$ cat config.mk
export PLATFORM = sky130hd
export DESIGN_NAME = midi_gate_and_control_decoder
export DESIGN_NICKNAME = d
export VERILOG_FILES = /design/src/hdl/mgcd_pkg.sv /design/src/hdl/midi_gate_and_control_decoder.sv /design/src/hdl/mgcd_front.sv /design/src/hdl/mgcd_cmd_queue.sv /design/src/hdl/mgcd_back.sv /design/src/hdl/mgcd_result_queue.sv
export VERILOG_INCLUDE_DIRS = /design/src /design/src/hdl
export SDC_FILE = /design/constraint.sdc
export NUM_CORES = 1
export LEC_CHECK = 0
export ABC_CLOCK_PERIOD_IN_PS = 11300
export BUFFER_PORTS_ARGS = -buffer_cell sky130_fd_sc_hd__buf_2
export CORE_ASPECT_RATIO = 0.7
export CORE_UTILIZATION = 60
export DETAILED_ROUTE_END_ITERATION = 8
export PLACE_DENSITY_LB_ADDON = 0.1
export SYNTH_ARGS = -nofsm -noshare
export SYNTH_HDL_FRONTEND = slang
export SYNTH_SLANG_ARGS = --single-unit
export TNS_END_PERCENT = 100
$ cat constraint.sdc
create_clock -name clk_i -period 11.3 [get_ports clk_i]
set_clock_uncertainty 0.2 [all_clocks]
set_input_delay 3.39 -clock clk_i [delete_from_list [all_inputs] [get_ports clk_i]]
set_output_delay 3.39 -clock clk_i [all_outputs]
set_load 0.05 [all_outputs]
$ cat src/hdl/midi_gate_and_control_decoder_defines.svh
// ----------------------------------------------------------------------------
// MIDI gate and control decoder - assertion macros
// Shared property forms for the decoder's concurrent checks.
// ----------------------------------------------------------------------------
`ifndef MIDI_GATE_AND_CONTROL_DECODER_DEFINES_SVH
`define MIDI_GATE_AND_CONTROL_DECODER_DEFINES_SVH

// Same-cycle implication, disabled while reset is asserted
`define MGCD_ASSERT_IMPL(lbl, clk, rst_n, ante, cons, msg) \
  lbl: assert property (@(posedge clk) disable iff (!(rst_n)) (ante) |-> (cons)) \
    else $error(msg);

// Next-cycle implication, disabled while reset is asserted
`define MGCD_ASSERT_NEXT(lbl, clk, rst_n, ante, cons, msg) \
  lbl: assert property (@(posedge clk) disable iff (!(rst_n)) (ante) |=> (cons)) \
    else $error(msg);

`endif

$ cat src/hdl/mgcd_pkg.sv
// ----------------------------------------------------------------------------
// MIDI gate and control decoder - package
// Types, constants and lookup tables shared by the decoder modules.
// ----------------------------------------------------------------------------
`timescale 1ns / 1ps

package mgcd_pkg;

  localparam int GATE_COUNT  = 8;
  localparam int POOF_MIN_MS = 50;
  localparam int POOF_MAX_MS = 1000;
  localparam int REST_MIN_MS = 50;
  localparam int REST_MAX_MS = 2000;

  localparam logic [15:0] GATE_MASK_ALL = 16'((32'd1 << GATE_COUNT) - 32'd1);

  localparam int SLOT_BASE  = 20;
  localparam int SLOT_COUNT = 7;
  localparam int SLOT_W     = $clog2(SLOT_COUNT);

  localparam logic [SLOT_W-1:0] SLOT_ARM_A  = SLOT_W'(0);
  localparam logic [SLOT_W-1:0] SLOT_ARM_B  = SLOT_W'(1);
  localparam logic [SLOT_W-1:0] SLOT_MODE   = SLOT_W'(2);
  localparam logic [SLOT_W-1:0] SLOT_POOF   = SLOT_W'(3);
  localparam logic [SLOT_W-1:0] SLOT_REST   = SLOT_W'(4);
  localparam logic [SLOT_W-1:0] SLOT_RATE   = SLOT_W'(5);
  localparam logic [SLOT_W-1:0] SLOT_REPEAT = SLOT_W'(6);

  localparam logic [7:0] SLOT_UNSET       = 8'hFF;
  localparam logic [7:0] ST_REALTIME      = 8'hF8;
  localparam logic [7:0] ST_SENSE         = 8'hFE;
  localparam logic [3:0] KIND_NOTE_ON     = 4'h9;
  localparam logic [3:0] KIND_NOTE_OFF    = 4'h8;
  localparam logic [3:0] KIND_CTRL        = 4'hB;
  localparam logic [6:0] CC_SOUND_OFF     = 7'd120;
  localparam logic [6:0] CC_NOTES_OFF     = 7'd123;
  localparam logic [6:0] CC_SLOT_FIRST    = 7'(SLOT_BASE);
  localparam logic [6:0] CC_SLOT_END      = 7'(SLOT_BASE + SLOT_COUNT);
  localparam logic [6:0] POOF_DEFAULT     = 7'd19;
  localparam logic [6:0] REST_DEFAULT     = 7'd10;
  localparam logic [7:0] RATE_UNSET_LEVEL = 8'd128;
  localparam logic [7:0] REPEAT_THRESHOLD = 8'd64;

  localparam int CQ_DEPTH = 4;
  localparam int CQ_PTR_W = $clog2(CQ_DEPTH);
  localparam int RQ_DEPTH = 4;
  localparam int RQ_PTR_W = $clog2(RQ_DEPTH);

  typedef enum logic [1:0] {
    OP_BYTE  = 2'd0,
    OP_MSG   = 2'd1,
    OP_QUERY = 2'd2
  } opcode_e;

  typedef enum logic [2:0] {
    CFG_CHANNEL    = 3'd0,
    CFG_NOTE_FIRST = 3'd1,
    CFG_VEL_GATE   = 3'd2,
    CFG_ARM_A      = 3'd3,
    CFG_ARM_B      = 3'd4,
    CFG_SENSE_TO   = 3'd5,
    CFG_KEEPALIVE  = 3'd6
  } cfg_idx_e;

  typedef enum logic [2:0] {
    CMD_NONE,
    CMD_BYTE,
    CMD_SENSE,
    CMD_GATE_SET,
    CMD_GATE_CLR,
    CMD_SLOT,
    CMD_DISARM
  } cmd_kind_e;

  typedef struct packed {
    cmd_kind_e         kind;
    logic [31:0]       stamp;
    logic [3:0]        gate_idx;
    logic [SLOT_W-1:0] slot_idx;
    logic [6:0]        value;
  } cmd_t;

  typedef struct packed {
    logic [3:0]  channel;
    logic [6:0]  note_first;
    logic [6:0]  velocity_gate;
    logic [6:0]  arm_a_code;
    logic [6:0]  arm_b_code;
    logic [15:0] sensing_timeout_ms;
    logic [15:0] keepalive_ms;
  } cfg_t;

  localparam cfg_t CFG_RESET = '{
    channel:            4'd0,
    note_first:         7'd60,
    velocity_gate:      7'd64,
    arm_a_code:         7'd0,
    arm_b_code:         7'd0,
    sensing_timeout_ms: 16'd300,
    keepalive_ms:       16'd1000
  };

  typedef struct packed {
    logic        link_ok;
    logic        armed_a;
    logic        armed_b;
    logic [7:0]  mode_level;
    logic [15:0] poof_time_ms;
    logic [15:0] rest_time_ms;
    logic [7:0]  rate_level;
    logic        repeat_on;
    logic [15:0] gate_mask;
  } snap_t;

  typedef logic [15:0] time_tab_t [128];

  // lo + v*(hi-lo)/127 for every controller value, truncated toward zero
  function automatic time_tab_t build_time_tab(int lo, int hi);
    time_tab_t tab;
    int        r;
    for (int i = 0; i < 128; i++) begin
      r      = lo + (i * (hi - lo)) / 127;
      tab[i] = r[15:0];
    end
    return tab;
  endfunction

  localparam time_tab_t POOF_TAB = build_time_tab(POOF_MIN_MS, POOF_MAX_MS);
  localparam time_tab_t REST_TAB = build_time_tab(REST_MIN_MS, REST_MAX_MS);

endpackage

$ cat src/hdl/midi_gate_and_control_decoder.sv
// ----------------------------------------------------------------------------
// MIDI gate and control decoder - top level
// Input items go in through push/full, one snapshot per item comes out
// through empty/pop in the same order.
// Configuration registers are written over cfg_valid_i/cfg_ready_o with
// cfg_index_i selecting the register; write only while no item is in flight.
// An accepted item is classified into the command queue, executed from
// there by the execution stage and its snapshot lands in the result queue.
// One item per cycle is sustained while the result queue has room; the
// execution stage, which updates the gate and slot state and reads the time
// tables, sets that rate.
// The result queue is four deep; while the receiver does not pop, execution
// holds, the command queue fills and full rises after eight waiting items.
// Reset empties both queues, clears all gates, marks every controller slot
// unset, forgets link activity and loads the register defaults.
// ----------------------------------------------------------------------------
`timescale 1ns / 1ps
`include "midi_gate_and_control_decoder_defines.svh"

module midi_gate_and_control_decoder (
  input  logic        clk_i,
  input  logic        rst_ni,
  input  logic        push,
  output logic        full,
  input  logic [1:0]  opcode_i,
  input  logic [31:0] time_ms_i,
  input  logic [7:0]  status_i,
  input  logic [6:0]  data_one_i,
  input  logic [6:0]  data_two_i,
  output logic        empty,
  input  logic        pop,
  output logic        link_ok_o,
  output logic        armed_a_o,
  output logic        armed_b_o,
  output logic [7:0]  mode_level_o,
  output logic [15:0] poof_time_ms_o,
  output logic [15:0] rest_time_ms_o,
  output logic [7:0]  rate_level_o,
  output logic        repeat_on_o,
  output logic [15:0] gate_mask_o,
  input  logic        cfg_valid_i,
  output logic        cfg_ready_o,
  input  logic [2:0]  cfg_index_i,
  input  logic [15:0] cfg_data_i
);

  mgcd_pkg::cfg_t                cfg_q;
  mgcd_pkg::cmd_t                front_cmd;
  mgcd_pkg::cmd_t                cq_head;
  mgcd_pkg::snap_t               snap;
  mgcd_pkg::snap_t               res_head;
  logic                          accept;
  logic                          front_push;
  logic                          cq_empty;
  logic                          cq_pop;
  logic                          snap_valid;
  logic [mgcd_pkg::RQ_PTR_W:0]   res_count;

  assign cfg_ready_o = 1'b1;

  always_ff @(posedge clk_i or negedge rst_ni) begin
    if (!rst_ni) begin
      cfg_q <= mgcd_pkg::CFG_RESET;
    end else if (cfg_valid_i && cfg_ready_o) begin
      case (cfg_index_i)
        mgcd_pkg::CFG_CHANNEL:    cfg_q.channel            <= cfg_data_i[3:0];
        mgcd_pkg::CFG_NOTE_FIRST: cfg_q.note_first         <= cfg_data_i[6:0];
        mgcd_pkg::CFG_VEL_GATE:   cfg_q.velocity_gate      <= cfg_data_i[6:0];
        mgcd_pkg::CFG_ARM_A:      cfg_q.arm_a_code         <= cfg_data_i[6:0];
        mgcd_pkg::CFG_ARM_B:      cfg_q.arm_b_code         <= cfg_data_i[6:0];
        mgcd_pkg::CFG_SENSE_TO:   cfg_q.sensing_timeout_ms <= cfg_data_i;
        mgcd_pkg::CFG_KEEPALIVE:  cfg_q.keepalive_ms       <= cfg_data_i;
        default: begin
        end
      endcase
    end
  end

  assign accept = push && !full;

  mgcd_front u_front (
    .accept_i   (accept),
    .opcode_i   (opcode_i),
    .time_ms_i  (time_ms_i),
    .status_i   (status_i),
    .data_one_i (data_one_i),
    .data_two_i (data_two_i),
    .cfg_i      (cfg_q),
    .cmd_push_o (front_push),
    .cmd_o      (front_cmd)
  );

  mgcd_cmd_queue u_cmd_queue (
    .clk_i   (clk_i),
    .rst_ni  (rst_ni),
    .push_i  (front_push),
    .data_i  (front_cmd),
    .full_o  (full),
    .pop_i   (cq_pop),
    .empty_o (cq_empty),
    .data_o  (cq_head)
  );

  mgcd_back u_back (
    .clk_i        (clk_i),
    .rst_ni       (rst_ni),
    .cfg_i        (cfg_q),
    .cmd_valid_i  (!cq_empty),
    .cmd_i        (cq_head),
    .cmd_pop_o    (cq_pop),
    .res_count_i  (res_count),
    .snap_valid_o (snap_valid),
    .snap_o       (snap)
  );

  mgcd_result_queue u_result_queue (
    .clk_i   (clk_i),
    .rst_ni  (rst_ni),
    .push_i  (snap_valid),
    .data_i  (snap),
    .count_o (res_count),
    .pop_i   (pop),
    .empty_o (empty),
    .data_o  (res_head)
  );

  assign link_ok_o      = res_head.link_ok;
  assign armed_a_o      = res_head.armed_a;
  assign armed_b_o      = res_head.armed_b;
  assign mode_level_o   = res_head.mode_level;
  assign poof_time_ms_o = res_head.poof_time_ms;
  assign rest_time_ms_o = res_head.rest_time_ms;
  assign rate_level_o   = res_head.rate_level;
  assign repeat_on_o    = res_head.repeat_on;
  assign gate_mask_o    = res_head.gate_mask;

  `MGCD_ASSERT_IMPL(a_gate_in_window, clk_i, rst_ni, !empty, (gate_mask_o & ~mgcd_pkg::GATE_MASK_ALL) == 16'd0, "gate set outside the note window")
  `MGCD_ASSERT_IMPL(a_armed_needs_link, clk_i, rst_ni, !empty && (armed_a_o || armed_b_o), link_ok_o, "side armed without a live link")
  `MGCD_ASSERT_IMPL(a_idle_latency, clk_i, rst_ni, accept && cq_empty && !snap_valid && empty, ##3 !empty, "result missing two cycles after an idle transfer")
  `MGCD_ASSERT_NEXT(a_no_overflow, clk_i, rst_ni, snap_valid, res_count <= (mgcd_pkg::RQ_PTR_W+1)'(mgcd_pkg::RQ_DEPTH), "result queue overrun")

endmodule

$ cat src/hdl/mgcd_front.sv
// ----------------------------------------------------------------------------
// MIDI gate and control decoder - front end
// Classifies each accepted item into a command for the execution stage.
// ----------------------------------------------------------------------------
`timescale 1ns / 1ps

module mgcd_front (
  input  logic              accept_i,
  input  logic [1:0]        opcode_i,
  input  logic [31:0]       time_ms_i,
  input  logic [7:0]        status_i,
  input  logic [6:0]        data_one_i,
  input  logic [6:0]        data_two_i,
  input  mgcd_pkg::cfg_t    cfg_i,
  output logic              cmd_push_o,
  output mgcd_pkg::cmd_t    cmd_o
);

  logic [7:0] note_end;
  logic       in_window;
  logic [6:0] note_off;
  logic [6:0] slot_off;
  logic       is_on;
  logic       is_off;

  assign note_end  = {1'b0, cfg_i.note_first} + 8'(mgcd_pkg::GATE_COUNT);
  assign in_window = (data_one_i >= cfg_i.note_first) && ({1'b0, data_one_i} < note_end);
  assign note_off  = data_one_i - cfg_i.note_first;
  assign slot_off  = data_one_i - mgcd_pkg::CC_SLOT_FIRST;
  assign is_on     = (status_i[7:4] == mgcd_pkg::KIND_NOTE_ON);
  assign is_off    = (status_i[7:4] == mgcd_pkg::KIND_NOTE_OFF);

  assign cmd_push_o = accept_i;

  always_comb begin
    cmd_o          = '0;
    cmd_o.kind     = mgcd_pkg::CMD_NONE;
    cmd_o.stamp    = time_ms_i;
    cmd_o.gate_idx = note_off[3:0];
    cmd_o.slot_idx = slot_off[mgcd_pkg::SLOT_W-1:0];
    cmd_o.value    = data_two_i;
    case (opcode_i)
      mgcd_pkg::OP_BYTE: begin
        cmd_o.kind = mgcd_pkg::CMD_BYTE;
      end
      mgcd_pkg::OP_MSG: begin
        if (status_i >= mgcd_pkg::ST_REALTIME) begin
          // real-time: only active sensing counts
          if (status_i == mgcd_pkg::ST_SENSE) begin
            cmd_o.kind = mgcd_pkg::CMD_SENSE;
          end
        end else if (status_i[3:0] == cfg_i.channel) begin
          if ((is_on || is_off) && in_window) begin
            if (is_on && (data_two_i >= cfg_i.velocity_gate)) begin
              cmd_o.kind = mgcd_pkg::CMD_GATE_SET;
            end else if (is_off || (data_two_i == 7'd0)) begin
              cmd_o.kind = mgcd_pkg::CMD_GATE_CLR;
            end
          end else if (status_i[7:4] == mgcd_pkg::KIND_CTRL) begin
            if ((data_one_i >= mgcd_pkg::CC_SLOT_FIRST) &&
                (data_one_i < mgcd_pkg::CC_SLOT_END)) begin
              cmd_o.kind = mgcd_pkg::CMD_SLOT;
            end else if ((data_one_i == mgcd_pkg::CC_SOUND_OFF) ||
                         (data_one_i == mgcd_pkg::CC_NOTES_OFF)) begin
              cmd_o.kind = mgcd_pkg::CMD_DISARM;
            end
          end
        end
      end
      default: begin
        cmd_o.kind = mgcd_pkg::CMD_NONE;
      end
    endcase
  end

endmodule

$ cat src/hdl/mgcd_cmd_queue.sv
// ----------------------------------------------------------------------------
// MIDI gate and control decoder - command queue
// Short queue between the front end and the execution stage.
// ----------------------------------------------------------------------------
`timescale 1ns / 1ps

module mgcd_cmd_queue (
  input  logic            clk_i,
  input  logic            rst_ni,
  input  logic            push_i,
  input  mgcd_pkg::cmd_t  data_i,
  output logic            full_o,
  input  logic            pop_i,
  output logic            empty_o,
  output mgcd_pkg::cmd_t  data_o
);

  mgcd_pkg::cmd_t                  mem_q [mgcd_pkg::CQ_DEPTH];
  logic [mgcd_pkg::CQ_PTR_W-1:0]   wr_ptr_q, wr_ptr_d;
  logic [mgcd_pkg::CQ_PTR_W-1:0]   rd_ptr_q, rd_ptr_d;
  logic [mgcd_pkg::CQ_PTR_W:0]     count_q, count_d;
  logic                            do_push;
  logic                            do_pop;

  assign full_o  = (count_q == (mgcd_pkg::CQ_PTR_W+1)'(mgcd_pkg::CQ_DEPTH));
  assign empty_o = (count_q == '0);
  assign do_push = push_i && !full_o;
  assign do_pop  = pop_i && !empty_o;
  assign data_o  = mem_q[rd_ptr_q];

  always_comb begin
    wr_ptr_d = do_push ? wr_ptr_q + 1'b1 : wr_ptr_q;
    rd_ptr_d = do_pop  ? rd_ptr_q + 1'b1 : rd_ptr_q;
    count_d  = count_q;
    if (do_push && !do_pop) begin
      count_d = count_q + 1'b1;
    end else if (do_pop && !do_push) begin
      count_d = count_q - 1'b1;
    end
  end

  always_ff @(posedge clk_i or negedge rst_ni) begin
    if (!rst_ni) begin
      wr_ptr_q <= '0;
      rd_ptr_q <= '0;
      count_q  <= '0;
    end else begin
      wr_ptr_q <= wr_ptr_d;
      rd_ptr_q <= rd_ptr_d;
      count_q  <= count_d;
    end
  end

  always_ff @(posedge clk_i) begin
    if (do_push) begin
      mem_q[wr_ptr_q] <= data_i;
    end
  end

endmodule

$ cat src/hdl/mgcd_back.sv
// ----------------------------------------------------------------------------
// MIDI gate and control decoder - execution stage
// Applies commands to the gate, slot and link state and builds the snapshot.
// ----------------------------------------------------------------------------
`timescale 1ns / 1ps

module mgcd_back (
  input  logic                        clk_i,
  input  logic                        rst_ni,
  input  mgcd_pkg::cfg_t              cfg_i,
  input  logic                        cmd_valid_i,
  input  mgcd_pkg::cmd_t              cmd_i,
  output logic                        cmd_pop_o,
  input  logic [mgcd_pkg::RQ_PTR_W:0] res_count_i,
  output logic                        snap_valid_o,
  output mgcd_pkg::snap_t             snap_o
);

  logic [15:0] gate_q, gate_d;
  logic [7:0]  slots_q [mgcd_pkg::SLOT_COUNT];
  logic        sense_seen_q;
  logic [31:0] last_sense_q;
  logic        byte_seen_q;
  logic [31:0] last_byte_q;
  logic [31:0] stamp_q;
  logic        pend_q;

  logic [mgcd_pkg::RQ_PTR_W+1:0] in_flight;
  logic [15:0] gate_bit;
  logic [31:0] elapsed_sense;
  logic [31:0] elapsed_byte;
  logic        link;
  logic [6:0]  poof_v;
  logic [6:0]  rest_v;
  logic [7:0]  s_mode;
  logic [7:0]  s_rate;
  logic [7:0]  s_rep;

  // hold the queue while the result queue has no room for this snapshot
  assign in_flight = {1'b0, res_count_i} + (mgcd_pkg::RQ_PTR_W+2)'(pend_q);
  assign cmd_pop_o = cmd_valid_i &&
                     (in_flight < (mgcd_pkg::RQ_PTR_W+2)'(mgcd_pkg::RQ_DEPTH));
  assign gate_bit  = 16'd1 << cmd_i.gate_idx;

  always_comb begin
    gate_d = gate_q;
    case (cmd_i.kind)
      mgcd_pkg::CMD_GATE_SET: gate_d = gate_q | gate_bit;
      mgcd_pkg::CMD_GATE_CLR: gate_d = gate_q & ~gate_bit;
      mgcd_pkg::CMD_DISARM:   gate_d = '0;
      default:                gate_d = gate_q;
    endcase
  end

  always_ff @(posedge clk_i or negedge rst_ni) begin
    if (!rst_ni) begin
      gate_q       <= '0;
      sense_seen_q <= 1'b0;
      last_sense_q <= '0;
      byte_seen_q  <= 1'b0;
      last_byte_q  <= '0;
      pend_q       <= 1'b0;
      for (int i = 0; i < mgcd_pkg::SLOT_COUNT; i++) begin
        slots_q[i] <= mgcd_pkg::SLOT_UNSET;
      end
    end else begin
      pend_q <= cmd_pop_o;
      if (cmd_pop_o) begin
        gate_q <= gate_d;
        case (cmd_i.kind)
          mgcd_pkg::CMD_BYTE: begin
            byte_seen_q <= 1'b1;
            last_byte_q <= cmd_i.stamp;
          end
          mgcd_pkg::CMD_SENSE: begin
            sense_seen_q <= 1'b1;
            last_sense_q <= cmd_i.stamp;
          end
          mgcd_pkg::CMD_SLOT: begin
            slots_q[cmd_i.slot_idx] <= {1'b0, cmd_i.value};
          end
          mgcd_pkg::CMD_DISARM: begin
            slots_q[mgcd_pkg::SLOT_ARM_A] <= mgcd_pkg::SLOT_UNSET;
            slots_q[mgcd_pkg::SLOT_ARM_B] <= mgcd_pkg::SLOT_UNSET;
          end
          default: begin
          end
        endcase
      end
    end
  end

  always_ff @(posedge clk_i) begin
    if (cmd_pop_o) begin
      stamp_q <= cmd_i.stamp;
    end
  end

  // snapshot of the state left by the command taken last cycle
  assign elapsed_sense = stamp_q - last_sense_q;
  assign elapsed_byte  = stamp_q - last_byte_q;
  assign link = sense_seen_q ? (elapsed_sense <= {16'd0, cfg_i.sensing_timeout_ms})
                             : (byte_seen_q && (elapsed_byte <= {16'd0, cfg_i.keepalive_ms}));

  assign s_mode = slots_q[mgcd_pkg::SLOT_MODE];
  assign s_rate = slots_q[mgcd_pkg::SLOT_RATE];
  assign s_rep  = slots_q[mgcd_pkg::SLOT_REPEAT];
  assign poof_v = (slots_q[mgcd_pkg::SLOT_POOF] == mgcd_pkg::SLOT_UNSET)
                  ? mgcd_pkg::POOF_DEFAULT : slots_q[mgcd_pkg::SLOT_POOF][6:0];
  assign rest_v = (slots_q[mgcd_pkg::SLOT_REST] == mgcd_pkg::SLOT_UNSET)
                  ? mgcd_pkg::REST_DEFAULT : slots_q[mgcd_pkg::SLOT_REST][6:0];

  always_comb begin
    snap_o.link_ok      = link;
    snap_o.armed_a      = link && (slots_q[mgcd_pkg::SLOT_ARM_A] == {1'b0, cfg_i.arm_a_code});
    snap_o.armed_b      = link && (slots_q[mgcd_pkg::SLOT_ARM_B] == {1'b0, cfg_i.arm_b_code});
    snap_o.mode_level   = (s_mode == mgcd_pkg::SLOT_UNSET) ? 8'd0 : {s_mode[6:0], 1'b0};
    snap_o.poof_time_ms = mgcd_pkg::POOF_TAB[poof_v];
    snap_o.rest_time_ms = mgcd_pkg::REST_TAB[rest_v];
    snap_o.rate_level   = (s_rate == mgcd_pkg::SLOT_UNSET) ? mgcd_pkg::RATE_UNSET_LEVEL
                                                           : {s_rate[6:0], 1'b0};
    snap_o.repeat_on    = (s_rep != mgcd_pkg::SLOT_UNSET) &&
                          (s_rep >= mgcd_pkg::REPEAT_THRESHOLD);
    snap_o.gate_mask    = gate_q;
  end

  assign snap_valid_o = pend_q;

endmodule

$ cat src/hdl/mgcd_result_queue.sv
// ----------------------------------------------------------------------------
// MIDI gate and control decoder - result queue
// Holds finished snapshots until the receiver pops them.
// ----------------------------------------------------------------------------
`timescale 1ns / 1ps

module mgcd_result_queue (
  input  logic                        clk_i,
  input  logic                        rst_ni,
  input  logic                        push_i,
  input  mgcd_pkg::snap_t             data_i,
  output logic [mgcd_pkg::RQ_PTR_W:0] count_o,
  input  logic                        pop_i,
  output logic                        empty_o,
  output mgcd_pkg::snap_t             data_o
);

  mgcd_pkg::snap_t                 mem_q [mgcd_pkg::RQ_DEPTH];
  logic [mgcd_pkg::RQ_PTR_W-1:0]   wr_ptr_q, wr_ptr_d;
  logic [mgcd_pkg::RQ_PTR_W-1:0]   rd_ptr_q, rd_ptr_d;
  logic [mgcd_pkg::RQ_PTR_W:0]     count_q, count_d;
  logic                            do_pop;

  // the execution stage only pushes when a slot is free
  assign empty_o = (count_q == '0);
  assign do_pop  = pop_i && !empty_o;
  assign data_o  = mem_q[rd_ptr_q];
  assign count_o = count_q;

  always_comb begin
    wr_ptr_d = push_i ? wr_ptr_q + 1'b1 : wr_ptr_q;
    rd_ptr_d = do_pop ? rd_ptr_q + 1'b1 : rd_ptr_q;
    count_d  = count_q;
    if (push_i && !do_pop) begin
      count_d = count_q + 1'b1;
    end else if (do_pop && !push_i) begin
      count_d = count_q - 1'b1;
    end
  end

  always_ff @(posedge clk_i or negedge rst_ni) begin
    if (!rst_ni) begin
      wr_ptr_q <= '0;
      rd_ptr_q <= '0;
      count_q  <= '0;
    end else begin
      wr_ptr_q <= wr_ptr_d;
      rd_ptr_q <= rd_ptr_d;
      count_q  <= count_d;
    end
  end

  always_ff @(posedge clk_i) begin
    if (push_i) begin
      mem_q[wr_ptr_q] <= data_i;
    end
  end

endmodule

==> results of run 1 <==
[flip-flops by register name (all words and copies together) (netlist names), 3 cells and up]
| name | cells |
|---|---|
| cfg_q | 64 |
| u_back.gate_q | 16 |
| u_back.last_byte_q | 32 |
| u_back.last_sense_q | 32 |
| u_back.s_mode | 8 |
| u_back.s_rate | 8 |
| u_back.s_rep | 8 |
| u_back.slots_q | 32 |
| u_back.stamp_q | 32 |
| u_cmd_queue.count_q | 3 |
| u_cmd_queue.mem_q | 196 |
| u_result_queue.count_o | 3 |
| u_result_queue.mem_q | 220 |
[stage by stage]
stage          setup slack [ns]  util (%)  cells
2_1_floorplan             5.546         -   2567
3_3_place_gp              5.162     63.43   3324
3_5_place_dp              5.022     63.43   3324
4_1_cts                   4.712     67.05   3438
5_1_grt                   4.591     67.06   3441
6_report                  4.837     67.06   3442
[routing by layer]
layer	part of all wire (%)	global-route usage, %	up-vias
met4	1.7	5.726	0
met3	7.4	5.156	100
met1	48	47.14	10913
li1	-	-	9816
met2	43	41.46	789
met5	0	0	-
[worst max-delay path: cells and delay by family, from the launching register on]
kind / cells / cell delay [ns]
buffers and inverters: 2 / 0.87
DFF: 1 / 0.71
muxes: 1 / 0.60
[path summary, 6_finish.rpt]
check	cells past startpoint	endpoint	slack [ns]	startpoint
max	3	poof_time_ms_o[9]	4.84	u_result_queue.rd_ptr_q[0]
max in group asynchronous	2	u_cmd_queue.rd_ptr_q[0]	6.72	rst_ni
min	1	u_back.byte_seen_q	0.27	u_back.byte_seen_q
min reg2reg	1	u_back.byte_seen_q	0.27	u_back.byte_seen_q
min in group asynchronous	1	u_back.gate_q[6]	2.55	rst_ni
max reg2reg	20	u_result_queue.mem_q[1][65]	5.47	u_back.last_byte_q[0]
[placed cells by master (no fill, tap or decap), drive strengths merged, types with 23 or more instances in the layout]
cell type	instances
a211oi	23
a21o	38
a21oi	185
a31oi	32
buf	157
clkbuf	87
dfrtp	146
dfstp	71
edfxtp	448
ha	136
inv	156
mux2	151
mux4	104
nand2	152
nand2b	24
nand3	30
nand4	35
nor2	146
nor2b	37
nor3	46
o211ai	23
o21ai	150
xnor2	42
xor2	30
[area by class of cell]
type | instances | area, µm² | area share [%]
flip-flops and latches | 665 | 18980 | 52.40
multi-input cells | 1617 | 12940 | 35.71
clock buffers | 87 | 1673 | 4.618
well taps | 730 | 913.4 | 2.522
repair buffers | 157 | 848.3 | 2.342
inverters | 155 | 581.8 | 1.606
clock inverters | 27 | 277.8 | 0.7668
diodes | 4 | 10.01 | 0.02763
[kinds of logic (layout without fill, tap and decap cells)]
group                      count (synthesis)  after routing
and+or+nand+nor                          546            546
xor gates and xnor gates                  72             72
AOI/OAI and AO/OA                        575            575
other                                      2             18
DFF                                      665            665
adders and majority gates                141            141
buffers and inverters                    285            426
muxes                                    269            269
==> out/metrics.cfg, run 1 <==
[placement]
port-buffer-count=136
placed_cell_area_mm2=0.03426
dp_hpwl_um=54930
gp_congestion=0.9340

[clock_network]
htree_levels=2
ctsResizeCount=0
cts_inserted_buffers=60
cts_buffer_depth=3
cts_root_buf=clkbuf_16
cts_tree=built
cts_num_sinks=665
clkLatencyLatePin_ns=0.65
post_cts.repair.setup_buffers=0
path_clk_slew_ns=0.07
cts_hold_buf=0

[yosys]
yosysMostFrequentCell=edfxtp_1
yosysTopAreaCell=edfxtp_1
synth.top_cell.area_share_pct=40.81
async_reset_ff_share_pct=32.63
ys_top_cells_by_count=448 x edfxtp_1, 184 x a21oi_1, 152 x inv_1, 152 x nand2_1, 151 x mux2_2
synth_cell_types=83
synth_compound_area_share_pct=10.86
syn_area_mm2=0.03296
netlist_instances=2555
synth_mux_area_share_pct=12.69
synth-xor-area-share_pct=1.913
synth_top_family_by_area=multiplexers
postSynthAreaPerCell_um2=12.90
ys_seq_area_share_pct=57.55
synthFlopType=edfxtp_1
synth_edf_count=448
synth_fa_ha_area_share_pct=5.466
synth.area.top_cells=edfxtp_1 41%, dfrtp_1 11%, mux4_2 7.1%, dfstp_2 5.7%, ha_1 5.2%
ys_warn_count=0
ys_seq_elements=665
synthSimpleGateAreaFrac_pct=8.073

[layout]
drive_gt1_share_pct=22.23
syn_to_final_growth_pct=9.884
n_fill_cell=3992
final_area_mm2=0.03622
nets=2877

[drt]
drtIter0Drc=2378
ant_nets=0
dr.pass1.iters=6
vias=21618
drc=0
via_per_inst=6.281
wire_per_inst_um=23.25
wl_um=80030

[die]
start_util_pct=61.03
die_h_um=198.1
pin_count=151
die_area_mm2=0.05590
fp-row-count=71
core_mm2=0.05401
die_x_um=282.2

[global_routing]
antenna_found_initial=4
grt_max_degree=94
grt_pass1_wl_um=123900
first_global_vias=20954
overflow=0
gr-usage-all-layers_pct=29.24

[sta]
max_slew_margin_pct=18.00
rsz0062_at_grt=no
fin_worst_hold_slack_ns=0.2664
slew_violations=0
setup-violations-final=0
tightest_slew_ns=1.230
tns_ns=0
min_period_over_period_pct=57.19
fin_crit_ns=6.463
timing.fmax_mhz=154.7
hold_viol=0

[setup_path]
critical_path_arrival_ns=2.87
max_stage_delay_ns=0.71
crit_fanout=36
worstPathCellList=buf_4 > mux4_2 > buf_2
critical_path_class=flip-flop to output pin
slowest_stage=dfrtp_4
cp_data_required_time_ns=7.71
start_kind=flip-flop
end_kind=output pin

[run_status]
status=completed

[job]
max_cap_violations=0

[min_path]
hp-class=flip-flop to flip-flop

Power of run 1 is left out: the tool's default activity adds up to more than one toggle a clock period on the data nets, which glitch-free logic cannot reach.
==> run 2: changes to the inputs <==
--- a/config.mk
+++ b/config.mk
@@ -6,10 +6,10 @@
 export SDC_FILE = /design/constraint.sdc
 export NUM_CORES = 1
 export LEC_CHECK = 0
-export ABC_CLOCK_PERIOD_IN_PS = 11300
+export ABC_CLOCK_PERIOD_IN_PS = 5700
 export BUFFER_PORTS_ARGS = -buffer_cell sky130_fd_sc_hd__buf_2
 export CORE_ASPECT_RATIO = 0.7
-export CORE_UTILIZATION = 60
+export CORE_UTILIZATION = 56
 export DETAILED_ROUTE_END_ITERATION = 8
 export PLACE_DENSITY_LB_ADDON = 0.1
 export SYNTH_ARGS = -nofsm -noshare
==> constraint.sdc (replaced) <==
create_clock -name clk_i -period 5.7 [get_ports clk_i]
set_clock_uncertainty 0.2 [all_clocks]
set_input_delay 1.71 -clock clk_i [delete_from_list [all_inputs] [get_ports clk_i]]
set_output_delay 1.71 -clock clk_i [all_outputs]
set_load 0.05 [all_outputs]
==> run 2 against run 1 <==
Effect of this change: wire length increased by 1.4%; highest routed layer is now met5; critical path type is now flip-flop to flip-flop; final area increased by 0.80%; cell count increased by 0.67%.
==> out/metrics.cfg, run 2 (synthesized netlist as in run 1, its figures left out) <==
[die]
die_area_mm2=0.05985  ; +7.1%
pin_count=151  ; unchanged
start_util_pct=57.38  ; -3.7 points
core_mm2=0.05745  ; +6.4%
die_x_um=292.0  ; +3.5%
die_h_um=205.0  ; +3.5%
fp-row-count=73  ; +2.8%

[setup_path]
crit_buf_inv=1  ; -1
crit_fanout=4  ; -89%
slowest_stage=fa_1
r2r_end=u_result_queue.mem_q[3][66]
start_kind=flip-flop
end_kind=flip-flop
critical_path_arrival_ns=5.62  ; +2.75 ns
worstReg2RegStart=u_back.stamp_q[0]
rrSetupSlack_ns=0.32  ; -5.15 ns
critical_path_class=flip-flop to flip-flop
cp_top_family=compound AO/OA/AOI/OAI gates
rr_worst_depth=21  ; +5.0%
cp_data_required_time_ns=5.94  ; -1.77 ns
worstSetupStartpoint=u_back.stamp_q[0]
worstPathCellList=inv_1 > ha_1 > fa_1 > nor2b_1 > o2111ai_1 > a21oi_1 > nor2_1 > o21ai_1 > a31oi_1 > xnor2_1 > ha_1 > a21oi_1 > nand2_1 > a211o_1 > nor4_1 > a21o_1 > nand4_1 > a2111o_1 > nor4b_2 > a32oi_1 > nor3_2
max_stage_delay_ns=0.41  ; -0.30 ns

[sta]
max_slew_margin_pct=19.47  ; +1.5 points
min_period_over_period_pct=94.36
fin_crit_ns=5.379
slew_violations=0  ; unchanged
tns_ns=0  ; unchanged
tightest_slew_ns=1.199  ; -0.03126 ns
timing.fmax_mhz=185.9
setup-violations-final=0  ; unchanged
hold_viol=0  ; unchanged
rsz0062_at_grt=no

[placement]
placed_cell_area_mm2=0.03435  ; +0.26%
gp_congestion=0.9875  ; +5.7%
port-buffer-count=136  ; unchanged
dp_hpwl_um=56330  ; +2.5%

[drt]
drtIter0Drc=2242  ; -5.7%
via_per_inst=6.264  ; -0.27%
ant_nets=0  ; unchanged
wire_per_inst_um=23.42  ; +0.71%
wl_um=81130  ; +1.4%
drc=0  ; unchanged
vias=21704  ; +0.40%
dr.pass1.iters=5  ; -1

[global_routing]
grt_max_degree=80  ; -15%
overflow=0  ; unchanged
gr-usage-all-layers_pct=27.33  ; -1.9 points
first_global_vias=21007  ; +0.25%
antenna_found_initial=4  ; unchanged
grt_pass1_wl_um=124500  ; +0.54%

[layout]
nets=2883  ; +0.21%
regMostFlops=u_result_queue.mem_q
drive_gt1_share_pct=22.84  ; +0.61 points
syn_to_final_growth_pct=10.76
reg_top3=u_result_queue.mem_q x220, u_cmd_queue.mem_q x196, cfg_q x64
largest_register_ffs=220  ; unchanged
layout_common_cells=448 x edfxtp_1, 184 x a21oi_1, 152 x inv_1, 152 x nand2_1, 151 x mux2_2
antenna_cells=0  ; -4
final_area_mm2=0.03651  ; +0.80%
final_common_cell=edfxtp_1
n_fill_cell=4323  ; +8.3%

[clock_network]
cts_root_buf=clkbuf_16
cts_hold_buf=0  ; unchanged
cts_buffer_depth=3  ; unchanged
clkLatencyLatePin_ns=0.66  ; about the same
cts_inserted_buffers=61  ; +1.7%
cts_num_sinks=665  ; unchanged
cts_tree=built
htree_levels=2  ; unchanged
path_clk_slew_ns=0.07  ; about the same

[run_status]
status=completed

[min_path]
min_path_cells=1  ; unchanged
min_to=u_back.byte_seen_q
hp-start=u_back.byte_seen_q
hp-class=flip-flop to flip-flop

[job]
max_cap_violations=0  ; unchanged

## run 2: worst max-delay path by stage
stage,to,cells past startpoint
after detailed placement,u_result_queue.mem_q[3][66],21
after global routing,u_result_queue.mem_q[3][66],21
final,u_result_queue.mem_q[3][66],21
after global placement,u_result_queue.mem_q[2][66],21
after CTS,u_result_queue.mem_q[1][66],21
after floorplan,u_back.slots_q[16],6
## run 2: area by class of cell
| cell class | instances | area [µm²] | area share [%] |
|---|---|---|---|
| Sequential cell | 665 | 18980 | 51.99 |
| Clock inverter | 39 | 516.7 | 1.415 |
| Multi-Input combinational cell | 1617 | 12950 | 35.46 |
| Inverter | 155 | 581.8 | 1.593 |
| Clock buffer | 77 | 1637 | 4.482 |
| Timing Repair Buffer | 162 | 910.9 | 2.495 |
| Tap cell | 750 | 938.4 | 2.570 |
## run 2: layer usage
layer	share of wire (%)	wire length, µm	global-route usage (%)
met5	0.044	36	0
met3	8.4	6852	5.457
met1	48	39170	43.93
met4	1.7	1363	5.902
met2	42	33710	37.96
## run 2: through the flow
stage                     util [%]  hold slack, ns  setup slack, ns  instances
after floorplan                  -          0.2358          0.09775       2567
after CTS                    63.54          0.2748           0.1965       3465
after detailed placement     59.79          0.2552           0.2440       3349
after global routing         63.55          0.2967          0.04920       3465
final                        63.55          0.2748           0.3213       3465
after global placement       59.79          0.2542           0.4307       3349
## run 2: worst register-to-register path, cell delays in order (launching register included)
cell and delay, ns:
edfxtp_1 0.33, inv_1 0.06, ha_1 0.22, fa_1 0.41
nor2b_1 0.20, o2111ai_1 0.24, a21oi_1 0.26, nor2_1 0.11
o21ai_1 0.25, a31oi_1 0.15, xnor2_1 0.16, ha_1 0.33
a21oi_1 0.17, nand2_1 0.07, a211o_1 0.29, nor4_1 0.26
a21o_1 0.23, nand4_1 0.12, a2111o_1 0.32, nor4b_2 0.24
a32oi_1 0.21, nor3_2 0.35
## run 2: timing repair
action                                  in CTS  in global routing
gates resized for setup                      0                  3
setup buffers                                0                  0
endpoints found under the setup margin       0                  8
Power of run 2 is left out for the same reason.
